===== src/rtl/core/fpmp_ram.sv =====
// ----------------------------------------------------------------------------
// fpmp_ram
// Generic single-write, single-read RAM with registered read data.
// ----------------------------------------------------------------------------
`default_nettype none

module fpmp_ram #(
    parameter int unsigned WIDTH = 8,
    parameter int unsigned DEPTH = 256,
    localparam int unsigned ADDR_W = (DEPTH > 1) ? $clog2(DEPTH) : 1
) (
    input  wire logic              aclk,
    input  wire logic              wr_en,
    input  wire logic [ADDR_W-1:0] wr_addr,
    input  wire logic [WIDTH-1:0]  wr_data,
    input  wire logic              rd_en,
    input  wire logic [ADDR_W-1:0] rd_addr,
    output logic      [WIDTH-1:0]  rd_data
);

    logic [WIDTH-1:0] mem [DEPTH];

    always_ff @(posedge aclk) begin
        if (wr_en) begin
            mem[wr_addr] <= wr_data;
        end
        if (rd_en) begin
            rd_data <= mem[rd_addr];
        end
    end

endmodule

`default_nettype wire


===== config.mk =====
export PLATFORM = sky130hd
export DESIGN_NAME = fpmp_ram
export DESIGN_NICKNAME = d
export VERILOG_FILES = /design/src/rtl/core/fpmp_ram.sv
export SDC_FILE = /design/constraint.sdc
export NUM_CORES = 2
export LEC_CHECK = 0
export BUFFER_PORTS_ARGS = -buffer_cell sky130_fd_sc_hd__clkbuf_2
export CORE_MARGIN = 5
export CORE_UTILIZATION = 45
export DETAILED_ROUTE_END_ITERATION = 8
export PLACE_DENSITY = 0.69
export SLEW_MARGIN = 20
export SYNTH_ARGS = -nofsm -noshare
export SYNTH_HDL_FRONTEND = slang
export SYNTH_SLANG_ARGS = --single-unit

===== constraint.sdc =====
create_clock -name aclk -period 2.5 [get_ports aclk]
set_input_delay 0.625 -clock aclk [delete_from_list [all_inputs] [get_ports aclk]]
set_output_delay 0.625 -clock aclk [all_outputs]
set_load 0.01 [all_outputs]

# After elaboration in Yosys (flattened, before gate mapping)

Memory sizes are Yosys's and may differ from the RTL's. A register that Yosys moved wholly into a read port is not among the register bits.
Index checks and enable logic that the tools add are counted.

Flip-flop bits (word level): 0
RAM bits: 2048
Input port bits: 27
Output and inout bits: 8
Word-level logic and storage cells: 3
Memories: 1

Mux-type cells: 2

Memory list:

| memory | words | width | rd ports | clocked after memory_dff | write ports | line | text |
|---|---|---|---|---|---|---|---|
| mem    | 256   | 8     | 1        | 1                        | 1           | 21   | `logic [WIDTH-1:0] mem [DEPTH];` |

Operator list:

| kind              | count |
|---|---|
| 1-bit two-way mux | 2 |

# Logic depth before layout (Yosys ltp)

Depth in word-level cells: 2
Mapped depth: 11
Mapped depth without buffers: 6

# Worst setup path before layout

OpenSTA, ideal clock, no wires.

Kind: input to register
From: input rd_addr[0]
To: register rd_data[2], read port of mem (data pin)
Library setup time: 269 ps
Arrival: 2432 ps
Data required time: 2231 ps
Slack: -201 ps
Stages: 9
Buffers on the path: 4
Cell sequence: buf_6 buf_12 buf_8 buf_2 mux4_2 a22oi_1 a21oi_1 nor4_1 nor4_2

RTL lines:

| element            | line | text |
|---|---|---|
| start: declaration | 17   | `input wire logic [ADDR_W-1:0] rd_addr,` |
| end: declaration   | 18   | `output logic [WIDTH-1:0] rd_data` |

==> summary by stage <==
Critical path
The startpoint class of the critical path is an input pin. The number of buffer and inverter stages on the critical path is 6. The kind of cell adding the most delay to the critical path is buffers and inverters. Walking the worst path, the cells encountered are buf_8 > buf_6 > buf_4 > buf_12 > mux4_2 > a22o_1 > nor3_2 > buf_4 > a21oi_1 > a22oi_1 > buf_4 > nor4_2. In this design, the critical path's most frequently occurring cell is buf_4. The worst setup path is captured at a flop.

The worst setup path category is input pin to flop. For the worst setup path, the data required time is 3.10 ns. The arrival time of the worst setup path is 3.09 ns.

The maximum cell stage delay along the critical path is 0.58 ns. Of all nets on the critical path, the largest fanout is 24. The largest individual stage delay along the critical path comes from the cell mux4_2.

Drt
The average via count per standard cell is 5.947. The count of nets left with antenna violations once routing finished came out at 0. The average routed wire per standard cell is 28.69 um. The vias after detailed routing is 41,500.

The total iterations of the first detailed-routing run is 6. The routed design has 200,300 um of wire. The number of remaining DRC errors is 0. The detailed router finished its first iteration with 5,003 violations.

Power and ir drop
The power density relative to cell area is 757.0 nW/um^2. The design draws 71,960 uW. For this design the static power due to leakage is 0.03089 uW. VDD sags by at most 617.9 uV.

Clock tree
Buffers added to address setup during post-CTS repair amount to 0. The clock transition time at the flip-flop clock pins of the worst setup and hold paths is 0.06 ns. The depth of the CTS H-tree is 4. In this run, post-CTS hold repair placed 0 buffers. No sink is reached through more buffers than the 3 on the longest clock path. The number of clock sinks seen by CTS is 2,056. The total CTS buffers is 199. The root buffer cell chosen for the clock tree is clkbuf_16. The TritonCTS clock tree is built. The clock reaches the later pin of the worst-skew pair after 0.84 ns.

GRT
For met2 alone, demand over resource in global routing was 35.08%. The met1 track demand over resource in global routing is 29.27%. The initial antenna violation count came to 8. Global routing used 21.39% of the available tracks across all layers. The layer flagged by global routing as most heavily used is met2.

Entering global routing, the biggest net connects 101 pins. The residual overflow from global routing is 0. The global-route track usage on met3 is 3.558%. The via count of the first global-routing pass came to 41,840.

The first global-routing pass estimated 290,900 um of wire.

Layout
In the final layout, the share of cells above drive strength 1 is 33.35%. After filler insertion, the fill cell instance count of the layout stands at 13,210. After routing the design area is 95,060 sq um. The multi-input combinational cells in the finished layout cover a total of 16,710 sq um. The final layout contains 4,490 nets. The storage element area is 61,740 sq um.

The post-synthesis to final-layout area growth is 19.37%.

Floorplan
The die covers 185,500 sq um. The count of standard-cell rows is 154. The vertical extent of the die is 430.7 um. Measured along the x axis, the die boundary spans 430.7 um. The number of top-level design ports is 35. The initial core utilization is 45.22%. The placeable core region is 176,100 sq um.

Synth
Ranked by instance count, the synthesized netlist is headed by edfxtp_1, mux4_2, nor2_1. After synthesis, flip-flops and latches occupy 77.53% of the total area. After synthesis the cells add up to 79,640 sq um. The mean instance size in the synthesized netlist is 21.33 sq um. In this run, synthesis produced a sequential element count of 2,056. The share of the synthesized area in the top cell type is 77.53%.

In this run, distinct cell masters in the synthesized netlist total 54. Of the total synthesized cell area, the portion taken by full adders, half adders and majority gates is 0%. The number of enable-type register cells in the synthesized netlist is 2,056. After synthesis, the largest family of logic cells by area is multiplexers.

The Yosys warning count is 0. The fraction of synthesized cell area in xor and xnor cells is 0%. The cell count after synthesis is 3,733. Multiplexer cells account for 14.60% of the synthesized area. When the netlist entered floorplanning its net count stood at 3,760.

The most frequently used cell type in the post-synthesis netlist is edfxtp_1. For this run, asynchronously set or reset flops after synthesis account for 0%. By area the synthesized netlist is led by edfxtp_1, mux4_2, mux2i_1, nor2_1, a22oi_1. The area share of and/or/nand/nor cells after synthesis is 2.625%. Summed over all instances, the cell type with the most area after synthesis is edfxtp_1. The flip-flop cell with the highest count after synthesis is edfxtp_1. Summing the areas of all compound-gate instances in the mapped netlist gives 3.416% of the synthesized area.

Status
The flow ran to the end, and the final reports show no timing, DRC or antenna violations.

STA
The final count of negative-setup-slack endpoints is 0. Setup repair after global routing could not meet its margin everywhere. The final hold violation count is 0. After layout, the worst path uses 99.62% of the clock period.

The top achievable clock speed is 0.4015 GHz. The clock period minus final worst setup slack is 2.491 ns. For the pin with the worst max-slew slack, the measured transition is 0.7734 ns. The worst clock skew is 0.04569 ns. The number of max-slew violations in the final report is 0.

The headroom to the max-slew limit is 48.44%.

Placement
The count of buffers added on input and output ports is 34. Once detailed placement completed, the half-perimeter wirelength came to 129,400 um. The congestion estimate from routability-driven global placement came to 0.8726. In this run the cell area measured after placement is 88,250 sq um.

Flow run
The total of max-cap violations is 0.

Min path
The class of the most critical hold timing path is input pin to flop.
==> layout make-up <==
type	count	area share (%)
Antenna cell	4	0.01053
Timing Repair Buffer	762	7.516
Clock buffer	242	5.408
Tap cell	2340	3.080
Clock inverter	131	1.449
Inverter	2	0.007897
Sequential cell	2056	64.95
Multi-Input combinational cell	1442	17.58
==> worst paths after layout <==
check / startpoint / slack (ns) / to / cells past startpoint
hold / removal: wr_data[0] / 0.18 / mem[98][0] / 1
setup reg to reg: mem[66][0] / 0.04 / rd_data[0] / 6
hold reg to reg: mem[48][4] / 1.20 / rd_data[4] / 5
setup / recovery: rd_addr[0] / 0.009 / rd_data[6] / 12
==> per-stage QoR <==
stage	std cells	setup TNS, ns	hold WS [ns]	setup slack (ns)	utilization [%]
3_3_place_gp	6600	-8.602	1.056	-1.382	50.11
2_1_floorplan	3733	-0.5707	0.7239	-0.08240	-
6_report	6979	0	0.1805	0.009385	53.98
3_5_place_dp	6600	-8.680	1.064	-1.458	50.11
4_1_cts	6973	0	0.1351	0.002225	53.88
5_1_grt	6977	-0.02925	0.1655	-0.01599	53.97
==> sequential cells by signal, indices dropped and copies added (netlist names) <==
| signal | count |
|---|---|
| mem | 2048 |
| rd_data | 8 |
==> kinds of logic (layout without fill, tap and decap cells) <==
group	count (synthesis)	count (layout)
DFF	2056	2056
AOI/OAI and AO/OA	385	385
buffers and inverters	235	1137
other	0	4
muxes	591	591
and+or+nand+nor	466	466
==> power by group <==
part,switching (uW),leakage [uW],internal [uW],total (uW)
clock,12800,0.00318,17000,29800
sequential,43.0,0.0185,38000,38100
combinational,2380,0.00922,1690,4060
total,15300,0.0309,56700,72000
==> layer usage <==
layer	routed length, um	up-vias
met2	98760	2184
met4	7559	2
met3	17740	377
met5	14	-
met1	76180	21740
li1	-	17200
==> cells in the final DEF, fill, tap and decap left out, drive strengths merged, types with 2 or more instances in the layout <==
cell type / count
a31oi: 2
a311oi: 2
o22ai: 28
mux2i: 134
a21oi: 96
nand2b: 8
and2: 6
bufinv: 22
o221ai: 47
a22o: 8
clkbuf: 269
nor2: 282
or2: 4
diode: 4
a2111oi: 5
a221oi: 14
o22a: 5
nor4: 27
nand3: 34
clkinv: 100
clkinvlp: 2
nor2b: 31
nand4: 10
mux4: 456
edfxtp: 2056
o21ai: 12
o211ai: 10
nand3b: 2
a22oi: 133
o32ai: 5
nand2: 33
and3b: 2
inv: 9
a211oi: 16
nor3: 22
buf: 735
==> timing repair <==
| action | 4_1_cts | 5_1_grt |
|---|---|---|
| setup endpoints to repair | 7 | 8 |
| gates resized for setup | 22 | 20 |
| gates cloned | 0 | 2 |
| pin swaps | 2 | 4 |
No activity file was read; power rests on OpenSTA's default activity.
